**src/rtl/core/utf8t_pkg.sv**
```systemverilog
`timescale 1ns / 1ps
`default_nettype none
// ---------------------------------------------------------------------------
// UTF-8 transcoder package
// Payload structs, result kinds, configuration indexes and the job record
// that travels from the byte decoder to the result sequencer.
// ---------------------------------------------------------------------------
package utf8t_pkg;

  // Input beat: one UTF-8 byte with its end-of-string flag
  typedef struct packed {
    logic [7:0] byte_value;
    logic       end_of_string;
  } in_t;

  // Result beat
  typedef struct packed {
    logic [20:0] code_unit;
    logic [1:0]  result_kind;
    logic [31:0] unit_count;
    logic        last;
  } out_t;

  typedef logic [1:0] kind_t;
  localparam kind_t KIND_UNIT  = 2'd0;
  localparam kind_t KIND_DONE  = 2'd1;
  localparam kind_t KIND_ERROR = 2'd2;

  // Configuration register indexes
  localparam int CFG_IDX_W = 1;
  typedef logic [CFG_IDX_W-1:0] cfg_idx_t;
  localparam cfg_idx_t CFG_OUTPUT_FORMAT = 1'b0;
  localparam cfg_idx_t CFG_EMIT_UNITS    = 1'b1;

  typedef struct packed {
    logic output_format;  // 0 UTF-16, 1 UTF-32
    logic emit_units;     // 0 status only
  } cfg_t;

  // Work for the result sequencer caused by one byte: up to two units,
  // then an optional status
  typedef struct packed {
    logic [1:0]  n_units;
    logic [20:0] unit0;
    logic [20:0] unit1;
    logic        has_status;
    kind_t       status_kind;
    logic [31:0] count;
  } job_t;

  // Byte classes and limits
  localparam logic [7:0] CONT_MASK    = 8'hC0;
  localparam logic [7:0] CONT_TAG     = 8'h80;
  localparam logic [7:0] LEAD2_MIN    = 8'hC2;
  localparam logic [7:0] LEAD2_MAX    = 8'hDF;
  localparam logic [7:0] LEAD3_MIN    = 8'hE0;
  localparam logic [7:0] LEAD3_MAX    = 8'hEF;
  localparam logic [7:0] LEAD4_MIN    = 8'hF0;
  localparam logic [7:0] LEAD4_MAX    = 8'hF4;
  localparam logic [7:0] LEAD_E0      = 8'hE0;
  localparam logic [7:0] LEAD_ED      = 8'hED;
  localparam logic [7:0] LEAD_F0      = 8'hF0;
  localparam logic [7:0] LEAD_F4      = 8'hF4;
  localparam logic [7:0] E0_SEC_MIN   = 8'hA0;
  localparam logic [7:0] ED_SEC_MAX   = 8'h9F;
  localparam logic [7:0] F0_SEC_MIN   = 8'h90;
  localparam logic [7:0] F4_SEC_MAX   = 8'h8F;
  localparam logic [20:0] SUPP_BASE   = 21'h10000;
  localparam logic [5:0]  HI_SURR_TAG = 6'b110110;  // 0xD800 >> 10
  localparam logic [5:0]  LO_SURR_TAG = 6'b110111;  // 0xDC00 >> 10

endpackage
`default_nettype wire

```
**src/rtl/core/utf8_transcoder_utf16_utf32_top.sv**
```systemverilog
`timescale 1ns / 1ps
`default_nettype none
// ---------------------------------------------------------------------------
// UTF-8 to UTF-16 / UTF-32 transcoder, top level
// Strict streaming UTF-8 validation and conversion with per-string status.
// ---------------------------------------------------------------------------
// Usage:
//   Input: push one UTF-8 byte per beat with in_push while in_full is low;
//   end_of_string marks the final byte of each string.
//   Results: while out_empty is low the oldest result sits on out_data; take
//   it with out_pop. Each string yields its code units (UTF-16 or UTF-32 by
//   output_format, none when emit_units is 0) then one done status with the
//   unit count, or one error status at the first fault, after which the
//   rest of the string is dropped.
//   Throughput: one byte per cycle in while in_full is low, one result per
//   cycle out while out_pop is high. A byte is decoded in the cycle it is
//   accepted; its job passes the job queue, then the output register.
//   Extra beats (surrogate pair, status) wait in the JOB_DEPTH-entry job queue.
//   Stall: when the receiver holds off pop, the output register and the job
//   queue fill and in_full rises; nothing is lost.
//   Reset (synchronous, rst_n low): string state and queue cleared,
//   output_format = UTF-16, emit_units = 1. No clearing pass.
//   Configuration: cfg_we writes register cfg_index from cfg_wdata; write
//   only while the block is idle.
// ---------------------------------------------------------------------------
module utf8_transcoder_utf16_utf32_top #(
  parameter int COUNT_BITS = 32,
  parameter int JOB_DEPTH  = 4
) (
  input  wire logic                clk,
  input  wire logic                rst_n,
  // Byte channel
  input  wire logic                in_push,
  output logic                     in_full,
  input  wire utf8t_pkg::in_t      in_data,
  // Result channel
  output logic                     out_empty,
  input  wire logic                out_pop,
  output utf8t_pkg::out_t          out_data,
  // Configuration writes
  input  wire logic                cfg_we,
  input  wire utf8t_pkg::cfg_idx_t cfg_index,
  input  wire logic                cfg_wdata
);
  import utf8t_pkg::*;

  cfg_t cfg_r;
  logic in_acc;
  logic job_push;
  job_t job;
  logic q_full, q_empty, q_pop;
  job_t q_head;

  // Configuration registers
  always_ff @(posedge clk) begin
    if (!rst_n) begin
      cfg_r.output_format <= 1'b0;
      cfg_r.emit_units    <= 1'b1;
    end else if (cfg_we) begin
      unique case (cfg_index)
        CFG_OUTPUT_FORMAT: cfg_r.output_format <= cfg_wdata;
        CFG_EMIT_UNITS:    cfg_r.emit_units    <= cfg_wdata;
        default: ;
      endcase
    end
  end

  // Accept a byte whenever the job queue has room for its work
  assign in_full = q_full;
  assign in_acc  = in_push && !q_full;

  utf8t_front #(
    .COUNT_BITS (COUNT_BITS)
  ) u_front (
    .clk      (clk),
    .rst_n    (rst_n),
    .in_acc   (in_acc),
    .in_data  (in_data),
    .cfg      (cfg_r),
    .job_push (job_push),
    .job      (job)
  );

  utf8t_jobq #(
    .DEPTH (JOB_DEPTH)
  ) u_jobq (
    .clk      (clk),
    .rst_n    (rst_n),
    .push     (job_push),
    .push_job (job),
    .pop      (q_pop),
    .full     (q_full),
    .empty    (q_empty),
    .head     (q_head)
  );

  utf8t_back u_back (
    .clk       (clk),
    .rst_n     (rst_n),
    .q_empty   (q_empty),
    .q_head    (q_head),
    .q_pop     (q_pop),
    .out_pop   (out_pop),
    .out_empty (out_empty),
    .out_data  (out_data)
  );

endmodule
`default_nettype wire

```
**src/rtl/core/utf8t_front.sv**
```systemverilog
`timescale 1ns / 1ps
`default_nettype none
// ---------------------------------------------------------------------------
// UTF-8 byte decoder
// Assembles and validates sequences, counts units and builds one job per
// byte that has results.
// ---------------------------------------------------------------------------
module utf8t_front #(
  parameter int COUNT_BITS = 32
) (
  input  wire logic            clk,
  input  wire logic            rst_n,
  input  wire logic            in_acc,
  input  wire utf8t_pkg::in_t  in_data,
  input  wire utf8t_pkg::cfg_t cfg,
  output logic                 job_push,
  output utf8t_pkg::job_t      job
);
  import utf8t_pkg::*;

  localparam int CNT_W = (COUNT_BITS < 32) ? COUNT_BITS : 32;
  localparam logic [CNT_W-1:0] CNT_MAX = {CNT_W{1'b1}};

  logic [1:0]       pend_r,    pend_nxt;
  logic [7:0]       lead_r,    lead_nxt;
  logic             second_r,  second_nxt;
  logic [20:0]      accum_r,   accum_nxt;
  logic             discard_r, discard_nxt;
  logic [CNT_W-1:0] cnt_r,     cnt_nxt;

  logic [7:0]   b;
  logic         eos;
  logic         bad;
  logic         emit;
  logic [20:0]  cp;
  logic         surr;
  logic [20:0]  v;
  logic [1:0]   n_add;
  logic [CNT_W:0] cnt_sum;
  logic [CNT_W-1:0] cnt_new;

  assign b   = in_data.byte_value;
  assign eos = in_data.end_of_string;

  // Surrogate split and saturating count
  assign surr    = emit && !cfg.output_format && (cp >= SUPP_BASE);
  assign v       = cp - SUPP_BASE;
  assign n_add   = emit ? (surr ? 2'd2 : 2'd1) : 2'd0;
  assign cnt_sum = {1'b0, cnt_r} + (CNT_W+1)'(n_add);
  assign cnt_new = (cnt_sum > {1'b0, CNT_MAX}) ? CNT_MAX : cnt_sum[CNT_W-1:0];

  always_comb begin
    pend_nxt    = pend_r;
    lead_nxt    = lead_r;
    second_nxt  = second_r;
    accum_nxt   = accum_r;
    discard_nxt = discard_r;
    cnt_nxt     = cnt_r;
    bad         = 1'b0;
    emit        = 1'b0;
    cp          = '0;
    job         = '0;

    if (discard_r) begin
      // Drop the rest of a failed string
      if (eos) begin
        discard_nxt = 1'b0;
        pend_nxt    = '0;
        lead_nxt    = '0;
        second_nxt  = 1'b0;
        accum_nxt   = '0;
        cnt_nxt     = '0;
      end
    end else begin
      if (pend_r == 2'd0) begin
        if (!b[7]) begin
          emit = 1'b1;
          cp   = {13'd0, b};
        end else if (b >= LEAD2_MIN && b <= LEAD2_MAX) begin
          pend_nxt  = 2'd1;
          accum_nxt = {16'd0, b[4:0]};
        end else if (b >= LEAD3_MIN && b <= LEAD3_MAX) begin
          pend_nxt  = 2'd2;
          accum_nxt = {17'd0, b[3:0]};
        end else if (b >= LEAD4_MIN && b <= LEAD4_MAX) begin
          pend_nxt  = 2'd3;
          accum_nxt = {18'd0, b[2:0]};
        end else begin
          bad = 1'b1;
        end
        lead_nxt   = b;
        second_nxt = 1'b0;
      end else begin
        if ((b & CONT_MASK) != CONT_TAG) begin
          bad = 1'b1;
        end else if (!second_r &&
                     ((lead_r == LEAD_E0 && b < E0_SEC_MIN) ||
                      (lead_r == LEAD_ED && b > ED_SEC_MAX) ||
                      (lead_r == LEAD_F0 && b < F0_SEC_MIN) ||
                      (lead_r == LEAD_F4 && b > F4_SEC_MAX))) begin
          bad = 1'b1;
        end else begin
          second_nxt = 1'b1;
          accum_nxt  = {accum_r[14:0], b[5:0]};
          pend_nxt   = pend_r - 2'd1;
          if (pend_r == 2'd1) begin
            emit = 1'b1;
            cp   = {accum_r[14:0], b[5:0]};
          end
        end
      end

      // A string may not end inside a sequence
      if (!bad && eos && pend_nxt != 2'd0) begin
        bad = 1'b1;
      end

      cnt_nxt = cnt_new;
      if (cfg.emit_units) begin
        job.n_units = n_add;
      end
      job.unit0 = surr ? {5'd0, HI_SURR_TAG, v[19:10]} : cp;
      job.unit1 = {5'd0, LO_SURR_TAG, v[9:0]};

      if (bad || eos) begin
        job.has_status  = 1'b1;
        job.status_kind = bad ? KIND_ERROR : KIND_DONE;
        job.count       = bad ? 32'd0 : 32'(cnt_new);
        discard_nxt     = bad && !eos;
        pend_nxt        = '0;
        lead_nxt        = '0;
        second_nxt      = 1'b0;
        accum_nxt       = '0;
        cnt_nxt         = '0;
      end
    end
  end

  assign job_push = in_acc && (job.n_units != 2'd0 || job.has_status);

  always_ff @(posedge clk) begin
    if (!rst_n) begin
      pend_r    <= '0;
      lead_r    <= '0;
      second_r  <= 1'b0;
      accum_r   <= '0;
      discard_r <= 1'b0;
      cnt_r     <= '0;
    end else if (in_acc) begin
      pend_r    <= pend_nxt;
      lead_r    <= lead_nxt;
      second_r  <= second_nxt;
      accum_r   <= accum_nxt;
      discard_r <= discard_nxt;
      cnt_r     <= cnt_nxt;
    end
  end

  a_discard_idle_seq: assert property (@(posedge clk) disable iff (!rst_n)
    discard_r |-> pend_r == 2'd0)
    else $error("discarding with a sequence still open");

  a_eos_clears: assert property (@(posedge clk) disable iff (!rst_n)
    (in_acc && eos) |=> (pend_r == 2'd0 && cnt_r == '0 && !discard_r))
    else $error("string state not cleared at end of string");

endmodule
`default_nettype wire

```
**src/rtl/core/utf8t_jobq.sv**
```systemverilog
`timescale 1ns / 1ps
`default_nettype none
// ---------------------------------------------------------------------------
// Job queue
// Short register queue that decouples the byte decoder from the result
// sequencer.
// ---------------------------------------------------------------------------
module utf8t_jobq #(
  parameter int DEPTH = 4
) (
  input  wire logic             clk,
  input  wire logic             rst_n,
  input  wire logic             push,
  input  wire utf8t_pkg::job_t  push_job,
  input  wire logic             pop,
  output logic                  full,
  output logic                  empty,
  output utf8t_pkg::job_t       head
);
  import utf8t_pkg::*;

  localparam int PTR_W = (DEPTH > 2) ? $clog2(DEPTH) : 1;
  localparam int CNT_W = $clog2(DEPTH + 1);
  localparam logic [PTR_W-1:0] LAST_PTR = PTR_W'(DEPTH - 1);
  localparam logic [CNT_W-1:0] FULL_CNT = CNT_W'(DEPTH);

  job_t             slot_r [DEPTH];
  logic [PTR_W-1:0] wr_ptr_r, wr_ptr_nxt;
  logic [PTR_W-1:0] rd_ptr_r, rd_ptr_nxt;
  logic [CNT_W-1:0] cnt_r,    cnt_nxt;
  logic             do_push, do_pop;

  assign full    = (cnt_r == FULL_CNT);
  assign empty   = (cnt_r == '0);
  assign head    = slot_r[rd_ptr_r];
  assign do_push = push && !full;
  assign do_pop  = pop && !empty;

  always_comb begin
    wr_ptr_nxt = wr_ptr_r;
    rd_ptr_nxt = rd_ptr_r;
    cnt_nxt    = cnt_r;
    if (do_push) begin
      wr_ptr_nxt = (wr_ptr_r == LAST_PTR) ? '0 : wr_ptr_r + 1'b1;
    end
    if (do_pop) begin
      rd_ptr_nxt = (rd_ptr_r == LAST_PTR) ? '0 : rd_ptr_r + 1'b1;
    end
    if (do_push && !do_pop) begin
      cnt_nxt = cnt_r + 1'b1;
    end else if (do_pop && !do_push) begin
      cnt_nxt = cnt_r - 1'b1;
    end
  end

  always_ff @(posedge clk) begin
    if (!rst_n) begin
      wr_ptr_r <= '0;
      rd_ptr_r <= '0;
      cnt_r    <= '0;
    end else begin
      wr_ptr_r <= wr_ptr_nxt;
      rd_ptr_r <= rd_ptr_nxt;
      cnt_r    <= cnt_nxt;
    end
  end

  always_ff @(posedge clk) begin
    if (do_push) begin
      slot_r[wr_ptr_r] <= push_job;
    end
  end

  a_no_lost_job: assert property (@(posedge clk) disable iff (!rst_n)
    push |-> !full)
    else $error("job pushed into a full queue");

endmodule
`default_nettype wire

```
**src/rtl/core/utf8t_back.sv**
```systemverilog
`timescale 1ns / 1ps
`default_nettype none
// ---------------------------------------------------------------------------
// Result sequencer
// Walks each job's units and status into the output register, one result per
// cycle while that register is empty or being popped.
// ---------------------------------------------------------------------------
module utf8t_back (
  input  wire logic            clk,
  input  wire logic            rst_n,
  input  wire logic            q_empty,
  input  wire utf8t_pkg::job_t q_head,
  output logic                 q_pop,
  input  wire logic            out_pop,
  output logic                 out_empty,
  output utf8t_pkg::out_t      out_data
);
  import utf8t_pkg::*;

  logic [1:0] idx_r, idx_nxt;
  logic       ov_r;
  out_t       out_r;
  out_t       cur;
  logic [1:0] total;
  logic       final_beat;
  logic       load;

  assign total      = q_head.n_units + {1'b0, q_head.has_status};
  assign final_beat = (idx_r == total - 2'd1);
  assign load       = !q_empty && (!ov_r || out_pop);
  assign q_pop      = load && final_beat;
  assign idx_nxt    = final_beat ? 2'd0 : idx_r + 2'd1;

  always_comb begin
    cur = '0;
    if (idx_r < q_head.n_units) begin
      cur.code_unit   = (idx_r == 2'd0) ? q_head.unit0 : q_head.unit1;
      cur.result_kind = KIND_UNIT;
    end else begin
      cur.result_kind = q_head.status_kind;
      cur.unit_count  = q_head.count;
      cur.last        = 1'b1;
    end
  end

  always_ff @(posedge clk) begin
    if (!rst_n) begin
      idx_r <= '0;
      ov_r  <= 1'b0;
    end else begin
      if (load) begin
        idx_r <= idx_nxt;
        ov_r  <= 1'b1;
      end else if (out_pop) begin
        ov_r  <= 1'b0;
      end
    end
  end

  always_ff @(posedge clk) begin
    if (load) begin
      out_r <= cur;
    end
  end

  assign out_empty = !ov_r;
  assign out_data  = out_r;

  a_last_is_status: assert property (@(posedge clk) disable iff (!rst_n)
    (ov_r && out_r.last) |-> out_r.result_kind != KIND_UNIT)
    else $error("unit result flagged as last");

  a_idx_in_job: assert property (@(posedge clk) disable iff (!rst_n)
    !q_empty |-> idx_r < total)
    else $error("sequencer index beyond job");

endmodule
`default_nettype wire

```
**config.mk**
```make
export PLATFORM = sky130hd
export DESIGN_NAME = utf8_transcoder_utf16_utf32_top
export DESIGN_NICKNAME = d
export VERILOG_FILES = /design/src/rtl/core/utf8t_pkg.sv /design/src/rtl/core/utf8_transcoder_utf16_utf32_top.sv /design/src/rtl/core/utf8t_front.sv /design/src/rtl/core/utf8t_jobq.sv /design/src/rtl/core/utf8t_back.sv
export SDC_FILE = /design/constraint.sdc
export NUM_CORES = 1
export LEC_CHECK = 0
export ABC_AREA = 1
export BUFFER_PORTS_ARGS = -buffer_cell sky130_fd_sc_hd__buf_2
export CORE_ASPECT_RATIO = 1.5
export CORE_MARGIN = 5
export CORE_UTILIZATION = 25
export DETAILED_ROUTE_END_ITERATION = 6
export PLACE_DENSITY = 0.5
export SYNTH_ARGS = -nofsm -noshare
export SYNTH_HDL_FRONTEND = slang
export SYNTH_SLANG_ARGS = --single-unit
```
**constraint.sdc**
```tcl
create_clock -name clk -period 9.7 [get_ports clk]
set_input_delay 2.425 -clock clk [delete_from_list [all_inputs] [get_ports clk]]
set_output_delay 2.425 -clock clk [all_outputs]
set_load 0.01 [all_outputs]
```
# Word level (Yosys, flattened, before mapping)
# Memory sizes are Yosys's and may differ from the RTL's. A register that Yosys moved wholly into a read port is not among the register bits.
# Index checks and enable logic that the tools add are counted.
[totals]
ff_bits = 127
wordCells = 188
output_inout_bits = 58
in_bits = 16
n_memories = 1
ramBits = 316
[mem_list]
columns = ["memory", "depth", "width", "read_ports", "rd_ports_with_merged_regs", "wr", "line", "rtl"]
rows = [
  ["u_jobq.slot_r", 4, 79, 1, 1, 1, "utf8t_jobq.sv:27", "job_t slot_r [DEPTH];"],
]
[classes]
n_bitwise = 1
n_eq_ne = 15
magnitude_cmp = 13
add_sub_neg = 10
muxes = 81
n_reduce_logical = 50
[op_table]
columns = ["cell", "count"]
rows = [
  ["two-way mux 32 bit", 5],
  ["two-way mux 15 bit", 10],
  ["two-way mux 21 bit", 7],
  ["two-way mux 79 bit", 1],
  ["two-way mux 2 bit", 20],
  ["two-way mux 35 bit", 1],
  ["adder 32 x 2 -> 33 bit", 1],
  ["> comparator 33 x 32 -> 1 bit, second input constant", 1],
  ["equality test 8 bit, second input constant", 4],
  ["two-way mux 8 bit", 4],
  ["two-way mux 1 bit", 30],
  ["greater-or-equal comparator 8 bit, second input constant", 3],
  ["<= comparator 8 bit, second input constant", 3],
  ["greater-or-equal comparator 21 x 17 -> 1 bit, second input constant", 1],
  ["logical AND 1 bit", 21],
  ["subtractor 20 x 17 -> 20 bit, second input constant", 1],
  ["> comparator 8 bit, second input constant", 2],
  ["< comparator 8 bit, second input constant", 2],
  ["zero test 1 bit", 9],
  ["!= test 4 x 2 -> 1 bit, second input constant", 2],
  ["nonzero test 2 bit", 4],
  ["two-way mux 7 bit", 1],
  ["adder 2 x 1 -> 2 bit, second input constant", 3],
  ["logical OR 1 bit", 6],
  ["21 further kinds", 28],
]

# Longest topological paths before layout
[logic_depth]
depth_word = 28
ltp_mapped = 41
mapped_depth_nobuf = 39

# Cells and area by module
# Synthesis repeated with hierarchy kept, for this count alone.
[hier_totals]
cells_unflattened = 1773
hier_area_um2 = 19135.9
[modules_own_cells]
columns = ["module", "cells_per_inst", "area_each_um2", "instances", "seq_area_each_um2"]
rows = [
  ["utf8t_jobq", 835, 12189.2, 1, 9669.3],
  ["utf8t_front", 684, 4284.1, 1, 1181.1],
  ["utf8t_back", 240, 2567.5, 1, 1741.7],
  ["utf8_transcoder_utf16_utf32_top", 14, 95.1, 1, 40.0],
]

# Least setup slack after synthesis
# No wires, ideal clock.
[synth_timing]
path_type = "in2reg"
startpoint = "input port in_data[6] (netlist name)"
endpoint = "memory u_jobq.slot_r[0][0] (netlist name), enable pin"
n_path_buf = 0
arrival_time_ns = 7.063
t_required_ns = 9.203
path_slack_ns = 2.141
setup_ns = 0.497
stages = 20
cell_sequence = "nor2_2 -> o21ai_0 -> nand2_1 -> nand4_1 -> nand2_2 -> nand3_2 -> inv_2 -> nand2_1 -> inv_1 -> ha_1 -> nand4_1 -> nor2_1 -> nand3_1 -> nand2_2 -> nand3_1 -> nand2_1 -> inv_1 -> nand2_1 -> nand2_2 -> nor2_1"
[synth_between]
elab_chain_cells = 23
elab_cells_between_ends = 68
cone_classes = "order compare: 11; mux: 35; reduce/logical: 22"
[synth_rtl]
columns = ["element", "line", "rtl"]
rows = [
  ["from (decl)", "utf8_transcoder_utf16_utf32_top.sv:35", "input wire utf8t_pkg::in_t in_data,"],
  ["branches (longest 17 deep; another with greater-or-equal comparator 21 x 17 -> 1 bit)", "n/a", ""],
  ["two-way mux 79 bit *", "utf8t_front.sv:64", "if (discard_r) begin"],
  ["logical OR 1 bit *", "utf8t_front.sv:139", "assign job_push = in_acc && (job.n_units != 2'd0 || job.has_status);"],
  ["logical AND 1 bit *", "utf8t_front.sv:139", ""],
  ["logical AND 1 bit *", "utf8t_jobq.sv:36", "assign do_push = push && !full;"],
  ["two-way mux 1 bit *", "utf8t_jobq.sv:69", "if (do_push) begin"],
  ["two-way mux 1 bit (implied by the code) *", "utf8t_jobq.sv:70", "slot_r[wr_ptr_r] <= push_job;"],
  ["to (decl)", "utf8t_jobq.sv:27", ""],
]
# Every way passes the cells marked *. The select of a mux whose other input is x is not followed.

==> metrics.md <==
| Metric | Value |
|---|---|
| # H-tree levels | 2 |
| First-pass GRT wire length | approximately 70000 um |
| # setup viols final | 0 |
| Post-CTS Setup Repair Bufs | 0 |
| Vias in the first global route | ~12000 |
| CP endpoint kind | flop |
| IO Count | 74 |
| Clk_skew | roughly 0.023 ns |
| Number of clock sinks | between 400 and 500 |
| Clock transition at path regs | ~0.070 ns |
| Startpoint types | input pin |
| Status | complete, no violations |
| CTS tree | built |
| Max Fclk | roughly 0.14 GHz |
| Distinct cells, synth | between 40 and 50 |
| RSZ-0062 raised after global routing | no |
| GPL Wtd Cong | approximately 0.84 |
| Core footprint | slightly below 70000 um2 |
| Net Sw Frac | 31.9% |
| Pleak | 7.04 nW |
| HPWL Detailed | approximately 28000 um |
| Clock power share | a little under a third |
| Hold Fails Final Rpt | 0 |
| Util after Layout | 29.0% |
| Period utilisation layout | between 70% and 80% |
| Min-Delay Path Class | flop to flop |
| Most frequent cell after synthesis | nor2_1 |
| Final setup TNS | 0 ns |
| Asr flop ratio synth | 0% |
| Crit path arrival time | approximately 7.6 ns |
| Die Y | between 300 and 400 um |
| Internal power | 3.32 mW |
| Max Transition Viols Final | 0 |
| Wire length per cell | ~18 um |
| Initial core utilization | approximately a quarter |
| Multi-input gate area | about 5000 um2 |
| Worst EP required | just over 10 ns |
| Syn_area_per_cell | about 11 um2 |
| Syn-to-layout area delta | 14.6% |
| # diodes | 0 |
| Final wirelength | 45300 um |
| Post-Place Cells | approximately 2500 |
| Routed via count | approximately 12000 |
| Min Clock Period, post-route | 7.19 ns |
| Largest net degree at the start of global routing | 98 |
| Die width | about 220 um |
| Die Area | about 74000 um2 |
| Antenna violations before repair | 0 |
| Main area contributors after synthesis | edfxtp_1 58%, dfxtp_1 8.5%, nor2_1 7.5% |
| CTS buffer count | 38 |
| Critical Path Slowest Stage Cell | nor3_1 |
| Final global-route overflow total | 0 |
| Worst Tran Pin Value | approximately 1.0 ns |
| Root Driver | clkbuf_16 |
| Total of warnings raised by yosys | 0 |
| Switch Pwr | 1.55 mW |
| Num rows | approximately 120 |
| Rel. slew slack | between 30% and 40% |
| Port buffer count | 73 |
| Sequential share of power | a little under half |
| Via density | about 4.5 |
| Crit-path max FO | 30 |
| Crit path top cell by count | nor2_1 |
| Maximum vdd ir drop | between 0.1 and 0.15 mV |
| Register area share after synthesis | around two thirds |
| Number of synthesized flops with an enable pin | roughly 330 |
| Iteration-0 DRC Markers | between 600 and 700 |
| 1st-pass router iterations | 7 |
| Fraction of layout cells with a size suffix above 1 | between 10% and 20% |
| Tot GR Track Use | about an eighth |
| Register area | between 10000 and 15000 um2 |
| Cts repair resizes | 0 |
| Fin cells | 2586 |
| Mapped Cells | 1612 |
| Max stage delay on crit path | roughly 0.49 ns |
| R2R setup slack | 3.88 ns |
| Final nets | 1697 |
| WHS | 0.473 ns |
| Post-synth top area share | between 50% and 60% |
| Post-synth top cells | 343 x nor2_1, 332 x edfxtp_1, 176 x o21ai_0 |
| Maxcap violations | 0 |
| Fillers | 6967 |
| Final Power | 4.87 mW |
| Synth Cell Area | approximately 17000 um2 |
| #FFs+latches synth | between 400 and 500 |
| Worst skew pair latency | 0.56 ns |
| Cts hold-fix bufs | 0 |
| Crit Path Category | input pin to flop |
| Clock Tree Buf Depth | 3 |
| Comb power frac | roughly 22% |
| Residual DRC | 0 |
| Post-route ant nets | 0 |
| Synthesized Nets | ~1600 |
| Area leader, netlist | edfxtp_1 |
| P per Cell Area | roughly 250 nW/um2 |
| Main synth FF type | edfxtp_1 |
==> area by class of cell <==
| class | instances | share of cell area (%) |
|---|---|---|
| flip-flops and latches | 405 | 58.0 |
| multi-input cells | 1006 | 25.5 |
| well taps | 892 | 5.66 |
| clock buffers | 46 | 5.09 |
| repair buffers | 88 | 2.42 |
| inverters | 125 | 2.42 |
| clock inverters | 24 | 0.964 |
==> cells in the final DEF (no fill, tap or decap), types with 11 or more instances in the layout <==
cell,count
inv_1,106
nor2_1,338
o22ai_1,20
nand4_1,11
nor3_1,17
nand2_1,141
o21ai_0,176
ha_1,15
xor2_1,17
nand3_1,39
buf_4,15
edfxtp_1,332
inv_2,12
clkinv_1,13
buf_2,73
a21oi_1,152
dfxtp_1,71
a21oi_2,16
clkbuf_16,38
==> worst paths after layout <==
path                      from              endpoint  depth (start not counted)
max                 in_data[6]  u_jobq.slot_r[1][31]                         29
min          u_front.lead_r[7]     u_front.lead_r[7]                          2
max reg2reg  u_front.pend_r[0]  u_jobq.slot_r[1][31]                         29
min reg2reg  u_front.lead_r[7]     u_front.lead_r[7]                          2
==> power by group through the flow <==
| stage | sequential (mW) | clock (mW) | combinational [mW] |
|---|---|---|---|
| floorplan | 2.41 | 0 | 0.599 |
| global placement | 2.37 | 0 | 1.12 |
| detailed placement | 2.37 | 0 | 1.13 |
| CTS | 2.33 | 1.51 | 1.13 |
| global route | 2.36 | 1.57 | 1.22 |
| finish | 2.33 | 1.46 | 1.08 |
==> cell families (layout without fill, tap and decap cells) <==
logic type      Yosys count  in the layout  share of synthesized area, %
simple gates            572            572                          13.8
buf+inv                 201            283                          4.75
compound gates          392            392                          12.4
fa+ha+maj                17             17                          1.32
flops                   405            405                          66.4
xor+xnor                 25             25                          1.27
==> stage by stage <==
| step | cell area (um2) | setup WS (ns) |
|---|---|---|
| floorplan | 17200 | 2.14 |
| global placement | 18500 | 2.16 |
| detailed placement | 18500 | 2.01 |
| CTS | 19700 | 2.55 |
| global route | 19700 | 1.87 |
| finish | 19700 | 2.51 |
==> sequential cells by signal, indices dropped and copies added, names as in the netlist, named ones only <==
name,flops
cfg_r,2
u_back.idx_r,2
u_back.out_data,56
u_back.ov_r,1
u_front.accum_r,15
u_front.cnt_r,32
u_front.discard_r,1
u_front.lead_r,8
u_front.pend_r,2
u_front.second_r,1
u_jobq.cnt_r,3
u_jobq.rd_ptr_r,2
u_jobq.slot_r,276
u_jobq.wr_ptr_r,2
==> routing by layer <==
metal  vias to the layer above  wire, um  global-route usage (%)
met5                         -         0                       0
li1                       5674         -                       -
met3                        61      1550                    1.26
met4                         0      1090                    3.76
met2                       235     24500                    22.6
met1                      5793     18200                    13.9
==> critical path: cells and delay by family <==
kind	cells	cell delay, ns
AO/OA/AOI/OAI	3	0.29
AND/OR/NAND/NOR	17	2.96
buffers and inverters	7	1.23
adder cells (fa/ha/maj)	2	0.61
No activity file was read; power rests on OpenSTA's default activity.
